`config.mk`:
```
export PLATFORM = sky130hd
export DESIGN_NAME = programmable_crc_engine
export DESIGN_NICKNAME = d
export VERILOG_FILES = /design/src/pce_pkg.sv /design/src/pce_ctrl.sv /design/src/pce_datapath.sv /design/src/programmable_crc_engine.sv
export SDC_FILE = /design/constraint.sdc
export NUM_CORES = 1
export LEC_CHECK = 0
export BUFFER_PORTS_ARGS = -buffer_cell sky130_fd_sc_hd__buf_4
export CAP_MARGIN = 20
export CORE_ASPECT_RATIO = 0.8
export CORE_MARGIN = 4
export CORE_UTILIZATION = 45
export CTS_BUF_LIST = sky130_fd_sc_hd__clkbuf_4 sky130_fd_sc_hd__clkbuf_8
export DETAILED_ROUTE_END_ITERATION = 7
export GPL_TIMING_DRIVEN = 0
export SYNTH_ARGS = -nofsm -noshare
export SYNTH_HDL_FRONTEND = slang
export SYNTH_SLANG_ARGS = --single-unit
```
`constraint.sdc`:
```
create_clock -name clk -period 8.7 [get_ports clk]
set_input_delay 0.87 -clock clk [delete_from_list [all_inputs] [get_ports clk]]
set_output_delay 0.87 -clock clk [all_outputs]
set_load 0.02 [all_outputs]
```
`src/pce_pkg.sv`:
```
// Shared types, codes and bit-manipulation functions for the programmable CRC engine.
// Used by pce_ctrl, pce_datapath and programmable_crc_engine; depends on nothing.

package pce_pkg;

    // Data path width and shifts used to left-align short writes.
    localparam int unsigned CRC_W      = 32;
    localparam int unsigned CFG_IDX_W  = 3;
    localparam int unsigned BYTE_W     = 8;
    localparam int unsigned BYTE_ALIGN = 24;
    localparam int unsigned HALF_ALIGN = 16;

    // Input item kinds.
    localparam logic KIND_WRITE   = 1'b0;
    localparam logic KIND_RESTART = 1'b1;

    // Write sizes.
    localparam logic [1:0] SZ_BYTE = 2'd0;
    localparam logic [1:0] SZ_HALF = 2'd1;
    localparam logic [1:0] SZ_WORD = 2'd2;
    localparam logic [1:0] SZ_NONE = 2'd3;

    // Polynomial size codes.
    localparam logic [1:0] PS_32 = 2'd0;
    localparam logic [1:0] PS_16 = 2'd1;
    localparam logic [1:0] PS_8  = 2'd2;
    localparam logic [1:0] PS_7  = 2'd3;

    // Input reversal codes.
    localparam logic [1:0] REV_NONE = 2'd0;
    localparam logic [1:0] REV_BYTE = 2'd1;
    localparam logic [1:0] REV_HALF = 2'd2;
    localparam logic [1:0] REV_WORD = 2'd3;

    // Configuration register indexes.
    localparam logic [CFG_IDX_W-1:0] REG_INIT_VALUE  = 3'd0;
    localparam logic [CFG_IDX_W-1:0] REG_POLY        = 3'd1;
    localparam logic [CFG_IDX_W-1:0] REG_POLY_SIZE   = 3'd2;
    localparam logic [CFG_IDX_W-1:0] REG_IN_REVERSE  = 3'd3;
    localparam logic [CFG_IDX_W-1:0] REG_OUT_REVERSE = 3'd4;
    localparam logic [CFG_IDX_W-1:0] REG_OUT_INVERT  = 3'd5;

    // Commands from the controller to the datapath.
    typedef struct packed {
        logic load;   // take the input item: restart the CRC or fold a write's first byte, if any
        logic fold;   // fold the next buffered byte
        logic post;   // place the result into the output register
    } pce_cmd_t;

    // Status from the datapath to the controller.
    typedef struct packed {
        logic last_load;  // the item being loaded needs no further byte
        logic last_fold;  // the byte being folded is the last of its write
        logic out_free;   // the output register can take a result this cycle
    } pce_stat_t;

    // Mask of the active polynomial bits.
    function automatic logic [CRC_W-1:0] size_mask(input logic [1:0] ps);
        logic [CRC_W-1:0] m;
        unique case (ps)
            PS_32:   m = 32'hFFFF_FFFF;
            PS_16:   m = 32'h0000_FFFF;
            PS_8:    m = 32'h0000_00FF;
            default: m = 32'h0000_007F;
        endcase
        return m;
    endfunction

    // Most significant active bit of the CRC for the given size.
    function automatic logic top_bit(input logic [CRC_W-1:0] c, input logic [1:0] ps);
        logic b;
        unique case (ps)
            PS_32:   b = c[31];
            PS_16:   b = c[15];
            PS_8:    b = c[7];
            default: b = c[6];
        endcase
        return b;
    endfunction

    // Eight LFSR steps, data bits taken most significant first.
    function automatic logic [CRC_W-1:0] fold_byte(input logic [CRC_W-1:0] c_in,
                                                   input logic [BYTE_W-1:0] d,
                                                   input logic [CRC_W-1:0] p,
                                                   input logic [1:0] ps);
        logic [CRC_W-1:0] c;
        logic [CRC_W-1:0] m;
        logic             fb;
        c = c_in;
        m = size_mask(ps);
        for (int i = 0; i < BYTE_W; i++) begin
            fb = top_bit(c, ps) ^ d[BYTE_W-1-i];
            c  = (c << 1) & m;
            if (fb)
                c = c ^ p;
        end
        return c;
    endfunction

    // Bit reversal within each byte, halfword or the whole word.
    function automatic logic [CRC_W-1:0] rev_chunks(input logic [CRC_W-1:0] x,
                                                    input logic [1:0] unit);
        logic [CRC_W-1:0] r;
        r = x;
        unique case (unit)
            REV_BYTE: begin
                for (int i = 0; i < CRC_W; i++)
                    r[(i / 8) * 8 + 7 - (i % 8)] = x[i];
            end
            REV_HALF: begin
                for (int i = 0; i < CRC_W; i++)
                    r[(i / 16) * 16 + 15 - (i % 16)] = x[i];
            end
            REV_WORD: begin
                for (int i = 0; i < CRC_W; i++)
                    r[CRC_W-1-i] = x[i];
            end
            default: r = x;
        endcase
        return r;
    endfunction

    // Reversal of the result within the polynomial size; input is already masked.
    function automatic logic [CRC_W-1:0] rev_poly(input logic [CRC_W-1:0] x,
                                                  input logic [1:0] ps);
        logic [CRC_W-1:0] r;
        r = '0;
        unique case (ps)
            PS_32: begin
                for (int i = 0; i < 32; i++)
                    r[31-i] = x[i];
            end
            PS_16: begin
                for (int i = 0; i < 16; i++)
                    r[15-i] = x[i];
            end
            PS_8: begin
                for (int i = 0; i < 8; i++)
                    r[7-i] = x[i];
            end
            default: begin
                for (int i = 0; i < 7; i++)
                    r[6-i] = x[i];
            end
        endcase
        return r;
    endfunction

endpackage

```
`src/pce_ctrl.sv`:
```
// Controller state machine of the programmable CRC engine.
// Depends on pce_pkg for the command and status structs.

module pce_ctrl
    import pce_pkg::*;
(
    input  logic      clk,
    input  logic      rst_n,
    input  logic      in_valid,
    output logic      in_stall,
    input  pce_stat_t stat,
    output pce_cmd_t  cmd
);

    typedef enum logic [2:0] {
        ST_IDLE = 3'b001,
        ST_BUSY = 3'b010,
        ST_HOLD = 3'b100
    } state_t;

    state_t state_reg;
    state_t state_next;

    // Items wait while a write is folded or a result is held.
    assign in_stall = (state_reg != ST_IDLE);

    // Next state and commands.
    always_comb
    begin
        state_next = state_reg;
        cmd        = '0;
        unique case (state_reg)
            ST_IDLE:
            begin
                if (in_valid)
                begin
                    cmd.load = 1'b1;
                    if (!stat.last_load)
                        state_next = ST_BUSY;
                    else if (stat.out_free)
                        cmd.post = 1'b1;
                    else
                        state_next = ST_HOLD;
                end
            end
            ST_BUSY:
            begin
                cmd.fold = 1'b1;
                if (stat.last_fold)
                begin
                    if (stat.out_free)
                    begin
                        cmd.post   = 1'b1;
                        state_next = ST_IDLE;
                    end
                    else
                    begin
                        state_next = ST_HOLD;
                    end
                end
            end
            ST_HOLD:
            begin
                if (stat.out_free)
                begin
                    cmd.post   = 1'b1;
                    state_next = ST_IDLE;
                end
            end
            default:
            begin
                state_next = ST_IDLE;
            end
        endcase
    end

    // State register.
    always_ff @(posedge clk or negedge rst_n)
    begin
        if (!rst_n)
            state_reg <= ST_IDLE;
        else
            state_reg <= state_next;
    end

endmodule

```
`src/pce_datapath.sv`:
```
// Datapath of the programmable CRC engine: configuration registers, byte folder,
// CRC register and output register. Depends on pce_pkg.

module pce_datapath
    import pce_pkg::*;
(
    input  logic                 clk,
    input  logic                 rst_n,
    input  logic                 cfg_we,
    input  logic [CFG_IDX_W-1:0] cfg_idx,
    input  logic [CRC_W-1:0]     cfg_data,
    input  logic                 kind,
    input  logic [CRC_W-1:0]     data,
    input  logic [1:0]           size,
    input  pce_cmd_t             cmd,
    output pce_stat_t            stat,
    input  logic                 out_stall,
    output logic                 out_valid,
    output logic [CRC_W-1:0]     crc_value
);

    logic [CRC_W-1:0] init_value_reg;
    logic [CRC_W-1:0] poly_reg;
    logic [1:0]       poly_size_reg;
    logic [1:0]       in_reverse_reg;
    logic             out_reverse_reg;
    logic             out_invert_reg;

    logic [CRC_W-1:0] crc_reg;
    logic [CRC_W-1:0] crc_next;
    logic [CRC_W-1:0] shift_reg;
    logic [CRC_W-1:0] shift_next;
    logic [1:0]       left_reg;
    logic [1:0]       left_next;
    logic             out_valid_reg;
    logic             out_valid_next;
    logic [CRC_W-1:0] out_value_reg;
    logic [CRC_W-1:0] out_value_next;

    logic [CRC_W-1:0] mask;
    logic [CRC_W-1:0] wdata;
    logic [CRC_W-1:0] rdata;
    logic [CRC_W-1:0] aligned;
    logic [1:0]       rev_unit;
    logic [BYTE_W-1:0] byte_in;
    logic             do_fold;
    logic [CRC_W-1:0] res;

    // Configuration writes; indexes beyond the list are ignored.
    always_ff @(posedge clk or negedge rst_n)
    begin
        if (!rst_n)
        begin
            init_value_reg  <= 32'hFFFF_FFFF;
            poly_reg        <= 32'h04C1_1DB7;
            poly_size_reg   <= PS_32;
            in_reverse_reg  <= REV_NONE;
            out_reverse_reg <= 1'b0;
            out_invert_reg  <= 1'b0;
        end
        else if (cfg_we)
        begin
            unique case (cfg_idx)
                REG_INIT_VALUE:  init_value_reg  <= cfg_data;
                REG_POLY:        poly_reg        <= cfg_data;
                REG_POLY_SIZE:   poly_size_reg   <= cfg_data[1:0];
                REG_IN_REVERSE:  in_reverse_reg  <= cfg_data[1:0];
                REG_OUT_REVERSE: out_reverse_reg <= cfg_data[0];
                REG_OUT_INVERT:  out_invert_reg  <= cfg_data[0];
                default:         ;
            endcase
        end
    end

    assign mask = size_mask(poly_size_reg);

    // Input preparation: mask to write width, clip the reversal unit to it, left-align.
    always_comb
    begin
        unique case (size)
            SZ_BYTE: wdata = {24'd0, data[7:0]};
            SZ_HALF: wdata = {16'd0, data[15:0]};
            default: wdata = data;
        endcase
        if (in_reverse_reg == REV_NONE)
            rev_unit = REV_NONE;
        else if (size == SZ_BYTE)
            rev_unit = REV_BYTE;
        else if (size == SZ_HALF && in_reverse_reg == REV_WORD)
            rev_unit = REV_HALF;
        else
            rev_unit = in_reverse_reg;
        rdata = rev_chunks(wdata, rev_unit);
        unique case (size)
            SZ_BYTE: aligned = rdata << BYTE_ALIGN;
            SZ_HALF: aligned = rdata << HALF_ALIGN;
            default: aligned = rdata;
        endcase
    end

    // Status toward the controller.
    assign stat.last_load = (kind == KIND_RESTART) || (size == SZ_BYTE) || (size == SZ_NONE);
    assign stat.last_fold = (left_reg == 2'd1);
    assign stat.out_free  = !out_valid_reg || !out_stall;

    // Byte folder and CRC update.
    always_comb
    begin
        crc_next   = crc_reg;
        shift_next = shift_reg;
        left_next  = left_reg;
        byte_in    = shift_reg[CRC_W-1 -: BYTE_W];
        do_fold    = 1'b0;
        if (cmd.load)
        begin
            byte_in    = aligned[CRC_W-1 -: BYTE_W];
            shift_next = aligned << BYTE_W;
            if (kind == KIND_RESTART)
                crc_next = init_value_reg & mask;
            else if (size != SZ_NONE)
                do_fold = 1'b1;
            unique case (size)
                SZ_HALF: left_next = 2'd1;
                SZ_WORD: left_next = 2'd3;
                default: left_next = 2'd0;
            endcase
        end
        else if (cmd.fold)
        begin
            shift_next = shift_reg << BYTE_W;
            left_next  = left_reg - 2'd1;
            do_fold    = 1'b1;
        end
        if (do_fold)
            crc_next = fold_byte(crc_reg & mask, byte_in, poly_reg & mask, poly_size_reg);
    end

    // Output transforms on the updated CRC.
    always_comb
    begin
        res = crc_next & mask;
        if (out_reverse_reg)
            res = rev_poly(res, poly_size_reg);
        if (out_invert_reg)
            res = ~res & mask;
        out_value_next = res;
        if (cmd.post)
            out_valid_next = 1'b1;
        else if (!out_stall)
            out_valid_next = 1'b0;
        else
            out_valid_next = out_valid_reg;
    end

    // Control and CRC state.
    always_ff @(posedge clk or negedge rst_n)
    begin
        if (!rst_n)
        begin
            crc_reg       <= 32'hFFFF_FFFF;
            left_reg      <= 2'd0;
            out_valid_reg <= 1'b0;
        end
        else
        begin
            crc_reg       <= crc_next;
            left_reg      <= left_next;
            out_valid_reg <= out_valid_next;
        end
    end

    // Payload registers.
    always_ff @(posedge clk)
    begin
        shift_reg <= shift_next;
        if (cmd.post)
            out_value_reg <= out_value_next;
    end

    assign out_valid = out_valid_reg;
    assign crc_value = out_value_reg;

endmodule

```
`src/programmable_crc_engine.sv`:
```
// Programmable CRC engine: one byte of a write is folded into the CRC per cycle.
// The input is stalled while the later bytes of a halfword or word write are folded and while
// a result waits for the output register, so a new item is taken only after the last is posted.
// A finished result waits in the output register while the next item is taken.
// Reset is asynchronous, active low: CRC all ones, configuration registers to their defaults.
// Top level; depends on pce_pkg, pce_ctrl and pce_datapath.

module programmable_crc_engine
    import pce_pkg::*;
(
    input  logic                 clk,
    input  logic                 rst_n,
    input  logic                 cfg_we,
    input  logic [CFG_IDX_W-1:0] cfg_idx,
    input  logic [CRC_W-1:0]     cfg_data,
    input  logic                 in_valid,
    output logic                 in_stall,
    input  logic                 kind,
    input  logic [CRC_W-1:0]     data,
    input  logic [1:0]           size,
    output logic                 out_valid,
    input  logic                 out_stall,
    output logic [CRC_W-1:0]     crc_value
);

    pce_cmd_t  cmd;
    pce_stat_t stat;

    // Sequencing of items.
    pce_ctrl u_ctrl (
        .clk      (clk),
        .rst_n    (rst_n),
        .in_valid (in_valid),
        .in_stall (in_stall),
        .stat     (stat),
        .cmd      (cmd)
    );

    // Configuration, CRC folding and output register.
    pce_datapath u_datapath (
        .clk       (clk),
        .rst_n     (rst_n),
        .cfg_we    (cfg_we),
        .cfg_idx   (cfg_idx),
        .cfg_data  (cfg_data),
        .kind      (kind),
        .data      (data),
        .size      (size),
        .cmd       (cmd),
        .stat      (stat),
        .out_stall (out_stall),
        .out_valid (out_valid),
        .crc_value (crc_value)
    );

    // A word write keeps the input stalled while its other three bytes are folded.
    assert property (@(posedge clk) disable iff (!rst_n)
        (in_valid && !in_stall && kind == KIND_WRITE && size == SZ_WORD)
            |=> in_stall ##1 in_stall ##1 in_stall)
        else $error("word write did not occupy the folder for three more cycles");

    // A restart with a free output register shows its result in the next cycle.
    assert property (@(posedge clk) disable iff (!rst_n)
        (in_valid && !in_stall && kind == KIND_RESTART && (!out_valid || !out_stall))
            |=> (out_valid && !in_stall))
        else $error("restart result not posted at once");

    // A byte write with a free output register leaves the block ready again.
    assert property (@(posedge clk) disable iff (!rst_n)
        (in_valid && !in_stall && kind == KIND_WRITE && size == SZ_BYTE
            && (!out_valid || !out_stall))
            |=> (out_valid && !in_stall))
        else $error("byte write did not finish in one cycle");

    // A fold command never occurs together with taking a new item.
    assert property (@(posedge clk) disable iff (!rst_n)
        !(cmd.load && cmd.fold))
        else $error("load and fold issued together");

endmodule
```
==> impl_metrics.ini, run 1 <==
[yosys]
async_reset_ff_frac = 0.659
synth-seq-cells = 164
yosysSeqAreaShare = 0.299
syn-num-nets = 1895
synthCells = 1815
syn_area_um2 = 15000
ys_top_cells_by_area = dfstp_2, edfxtp_1, xnor2_1
yosysMostFrequentCell = nand2_1
yosysUniqueCellTypes = 104
synth_top_area_frac = 0.138
synthTopCellsByCount = nand2_1, xnor2_1, nor2_1
dominantRegCellSynth = dfstp_2
synth_top_area_cell = dfstp_2
avgSynthCellArea_um2 = 8.26
synth_warnings = 0
synth_edf_count = 56

[routing]
drt_first_pass_iters = 8
drcViolationCount = 0
final_antenna_net_count = 0
vias = 15954
drtIter0Drc = 2230
wirelength_um = 67900
wl_per_cell_um = 27.1
viasPerCell = 6.37

[clock_tree]
cts_buffer_depth = 2
cts_tree = done
clk_latency_ps = 520
htreeDepth = 4
clk_pin_slew_ps = 100
cts_buffers = 17
hold_buffers = 0
root_buffer = clkbuf_8
cts.sinks = 164

[global_routing]
grt_usage = 0.356
grt_start_max_net_pins = 67
first_global_vias = 14763
grt_antenna_before_repair = 0
grt_first_pass_wirelength_um = 97200
overflow = 0

[timing]
finalClockSkew_ps = 24.1
final.period_utilization = 1.11
slew_headroom = 0.189
slew_viol_final = 0
fmax_mhz = 103
holdWs_ps = 279
finalSetupViolCount = 63
hold_viol = 0
worstMarginPinSlew_ps = 1220
finalSetupTns_ps = -35210
rsz0062_at_grt = true
period_needed_ps = 9680
setup_slack_ps = -977

[critical_path]
path_class = primary input to register
critical_path.top_delay_family = simple AND/OR/NAND/NOR gates
cp.required_ps = 8930
end_kind = register
path_buf_inv = 13
slowest_delay_ps = 550
critPathSlowestCell = or4_4
crit_arrival_ps = 9910
critPathMaxFanout = 9
crit_path_start_kind = primary input

[worst_hold_path]
hp-class = primary input to async pin

[final_layout]
layout.nets = 2145
antenna_cells = 0
area_delta_synth_final_pct = 34.4
drive_gt1_frac = 0.340
fillers = 2783
utilization = 0.616
final_area_um2 = 20200

[floorplanning]
initial_core_util = 0.459
dieArea_um2 = 36300
rows = 59
die-height_um = 171
core_um2 = 32700
boundaryPins = 109
die_x_um = 212

[run_status]
violations = negative setup slack
status = complete, but fails checks

[placement]
routabilityCongestion = 0.999
place_hpwl_um = 49400
io_buffers = 108
placed_cell_area_um2 = 16700

[run]
drv_cap = 0
through the flow:
| stage | std cells | setup WS [ps] |
|---|---|---|
| after detailed placement | 2353 | -2670 |
| after global routing | 2505 | -1150 |
| final | 2505 | -977 |
| after global placement | 2350 | -2640 |
| after floorplan | 1815 | -229 |
| after CTS | 2451 | -588 |
final cells by class:
type / count / area, um2 / area share
Buffer: 134 / 668 / 0.0332
Clock buffer: 17 / 234 / 0.0116
Clock inverter: 15 / 189 / 0.00938
Inverter: 33 / 148 / 0.00733
Multi-Input combinational cell: 1479 / 11800 / 0.585
Sequential cell: 164 / 4490 / 0.223
Tap cell: 427 / 534 / 0.0265
Timing Repair Buffer: 236 / 2110 / 0.105
worst reg2reg max path, delay by kind of cell, from the launching register on:
kind	cells	cell delay (ps)
muxes	2	440
AOI/OAI and AO/OA	11	2490
xor gates and xnor gates	6	1630
DFF	1	640
buffers and inverters	10	1440
and+or+nand+nor	10	2650
layout by cell type, fill, tap and decap left out, types with 10 or more instances in the layout:
cell and n:
nor3_1 34, a22oi_1 10, and2_1 12, nor2_1 108, inv_1 26, a31oi_1 12, dfrtp_1 27, buf_12 17
nand4_1 18, nand3_4 12, buf_4 197, mux2i_1 45, o21ai_0 42, nor2b_1 11, dfstp_2 79, a21oi_1 58
clkbuf_8 17, nand2_1 355, buf_1 22, a21o_1 12, xnor2_1 152, xnor2_4 10, clkbuf_1 86, and3_1 21
o211ai_1 20, a22o_1 11, xor2_1 38, mux2_2 65, buf_6 25, edfxtp_1 56, a31oi_4 15, xnor2_2 15
mux2i_2 11, a211o_1 10, nand3_1 59
final timing paths:
check	startpoint	end	slack, ps	depth (start not counted)
setup reg to reg	u_ctrl.state_reg[0]	u_datapath.crc_value[2]	-860	39
hold reg to reg	u_datapath.shift_reg[8]	u_datapath.shift_reg[16]	540	2
hold / removal	rst_n	u_datapath.poly_reg[21]	280	1
max in group asynchronous	rst_n	u_datapath.poly_reg[8]	7680	2
setup / recovery	size[0]	u_datapath.crc_value[2]	-980	43
min in group clk	u_datapath.shift_reg[8]	u_datapath.shift_reg[16]	540	2
metal layers:
layer / vias up / share of wire / global-route usage
li1: 7001 / - / -
met1: 7845 / 0.45 / 0.541
met2: 977 / 0.41 / 0.493
met3: 131 / 0.12 / 0.110
met4: 0 / 0.028 / 0.0842
met5: - / 0 / 0
repair_timing:
| item | in CTS | in global routing |
|---|---|---|
| setup buffers | 68 | 59 |
| cloned | 2 | 2 |
| setup endpoints to repair | 64 | 64 |
| pin swaps | 87 | 104 |
| gates resized for setup | 218 | 145 |
cell families after synthesis:
group | after synthesis | synth area share
xor+xnor | 223 | 0.134
buf+inv | 172 | 0.0447
compound gates | 371 | 0.183
simple gates | 738 | 0.228
mux | 142 | 0.108
flops | 164 | 0.299
fa+ha+maj | 5 | 0.00417
Power of run 1 is left out: the tool's default activity adds up to more than one toggle a clock period on the data nets, which glitch-free logic cannot reach.
==> run 2: changes to the inputs <==
ABC_AREA = 1   (was default)
CORE_UTILIZATION = 43   (was 45)
==> impl_metrics.ini, run 2 <==
[routing]
wl_met2_um = 23500
final_antenna_net_count = 0
wl_met3_um = 5330
wl_per_cell_um = 20.9
drtIter0Drc = 2138
drt_first_pass_iters = 5
routed.top_layer = met4
vias = 15388
wl_met1_um = 27400
viasPerCell = 5.62
wirelength_um = 57200
drcViolationCount = 0

[floorplanning]
rows = 60
initial_core_util = 0.437
die_x_um = 215
boundaryPins = 109
dieArea_um2 = 37200
core_um2 = 33600
die-height_um = 173

[timing]
worstMarginPinSlew_ps = 1080
final.period_utilization = 0.932
slew_headroom = 0.276
finalSetupTns_ps = 0
slew_viol_final = 0
finalSetupViolCount = 0
period_needed_ps = 8110
fmax_mhz = 123
hold_viol = 0
finalClockSkew_ps = 20.3
rsz0062_at_grt = false

[final_layout]
layout.nets = 2372
most-common-layout-cells = nand2_1, nand3_1, inv_1
area_delta_synth_final_pct = 14.0
final_common_cell = nand2_1
drive_gt1_frac = 0.178

[placement]
io_buffers = 108
routabilityCongestion = 0.965
place_hpwl_um = 45000

[clock_tree]
cts_buffers = 17
clk_pin_slew_ps = 90
cts_tree = done
cts_buffer_depth = 2
root_buffer = clkbuf_8
cts.sinks = 164
htreeDepth = 4
clk_latency_ps = 480
hold_buffers = 0

[yosys]
synth-seq-cells = 164
ys_top_cells_by_area = nand2_1, dfstp_2, edfxtp_1
synthTopCellsByCount = nand2_1, nand3_1, inv_1
synth_warnings = 0
yosysUniqueCellTypes = 59
avgSynthCellArea_um2 = 6.81
synth_top_area_frac = 0.173
yosysMostFrequentCell = nand2_1
syn_area_um2 = 14700
yosysSeqAreaShare = 0.305
async_reset_ff_frac = 0.659
synth_edf_count = 56
synthCells = 2156
synth_top_area_cell = nand2_1
syn-num-nets = 2236
dominantRegCellSynth = dfstp_2

[critical_path]
r2r_end = u_datapath.crc_value[20]
critPathSlowestCell = clkbuf_1
path_buf_inv = 12
slowest_delay_ps = 460
cp.required_ps = 8940
r2r-start = u_datapath.poly_size_reg[1]
r2r_cells = 59
reg2reg_slack_ps = 820
critPathMaxFanout = 10
critical_path.top_delay_family = simple AND/OR/NAND/NOR gates
end_kind = register
crit_path_start_kind = primary input
crit_arrival_ps = 8340
path_class = primary input to register
crit_top_cell = nand2_1

[worst_hold_path]
hp-class = primary input to async pin

[global_routing]
grt_start_max_net_pins = 62
grt_usage = 0.299
grt_first_pass_wirelength_um = 86900
first_global_vias = 14170
grt_antenna_before_repair = 0
overflow = 0

[run_status]
status = finished, final reports clean

[run]
drv_cap = 0
==> run 2: cell types whose count changed after synthesis, moves of 29 or more <==
cell	delta
mux2i_1	-64
mux2_2	-67
nand2_2	+32
inv_1	+145
xnor2_1	-109
clkbuf_1	-38
a21oi_1	-29
o21ai_1	+29
nor3_1	-36
nand2_1	+314
o21ai_0	+81
nand3_1	+162
xor2_1	+94
==> run 2: through the flow <==
step	cell area (um2)	hold WS (ps)	utilization	instances	worst slack, ps
floorplan	14700	453	-	2156	1930
finish	16700	421	0.498	2740	593
CTS	16500	428	0.491	2731	444
global route	16700	438	0.498	2739	12.5
detailed placement	16100	477	0.478	2699	-35.2
global placement	16000	468	0.477	2698	62.3
==> run 2: layout make-up <==
class / count / area (um2)
antenna: 1 / 2.50
buffer: 109 / 552
clock buffer: 18 / 248
clock inverter: 14 / 175
fill: 3422 / 16900
inverter: 201 / 759
multi-input combinational: 1682 / 9060
sequential: 164 / 4480
tap: 434 / 543
timing repair buffer: 117 / 918
==> run 2: worst max-delay path by stage <==
stage	start	end	slack [ps]	depth (start not counted)
finish	size[1]	u_datapath.crc_value[20]	590	57
detailed placement	size[0]	u_datapath.crc_value[15]	-40	60
CTS	size[0]	u_datapath.crc_value[15]	440	60
global route	size[0]	u_datapath.crc_value[0]	10	64
global placement	size[0]	u_datapath.crc_value[15]	60	59
floorplan	size[0]	u_datapath.crc_value[20]	1930	63
==> run 2: metal layers <==
layer / global-route usage / up-vias
met5: 0 / -
met4: 0.0556 / 0
met3: 0.0405 / 68
met2: 0.427 / 713
met1: 0.478 / 7366
li1: - / 7241
==> run 2: cell families (layout without fill, tap and decap cells) <==
logic type	count (synthesis)	in the layout	synth area share
flops	164	164	0.305
xor+xnor	208	208	0.127
other cells	0	1	0
simple gates	1153	1153	0.348
fa+ha+maj	5	5	0.00426
buf+inv	310	459	0.0881
compound gates	316	316	0.127
==> run 2: timing repair <==
| item | 4_1_cts | 5_1_grt |
|---|---|---|
| buffers inserted | 0 | 6 |
| setup endpoints to repair | 0 | 32 |
| resized for setup | 0 | 37 |
==> run 2: worst reg2reg max path, delay by kind of cell, from the launching register on <==
kind	cells	cell delay, ps
AOI/OAI and AO/OA	5	920
buffers and inverters	9	1530
and+or+nand+nor	45	4800
DFF	1	380
Power of run 2 is left out for the same reason.
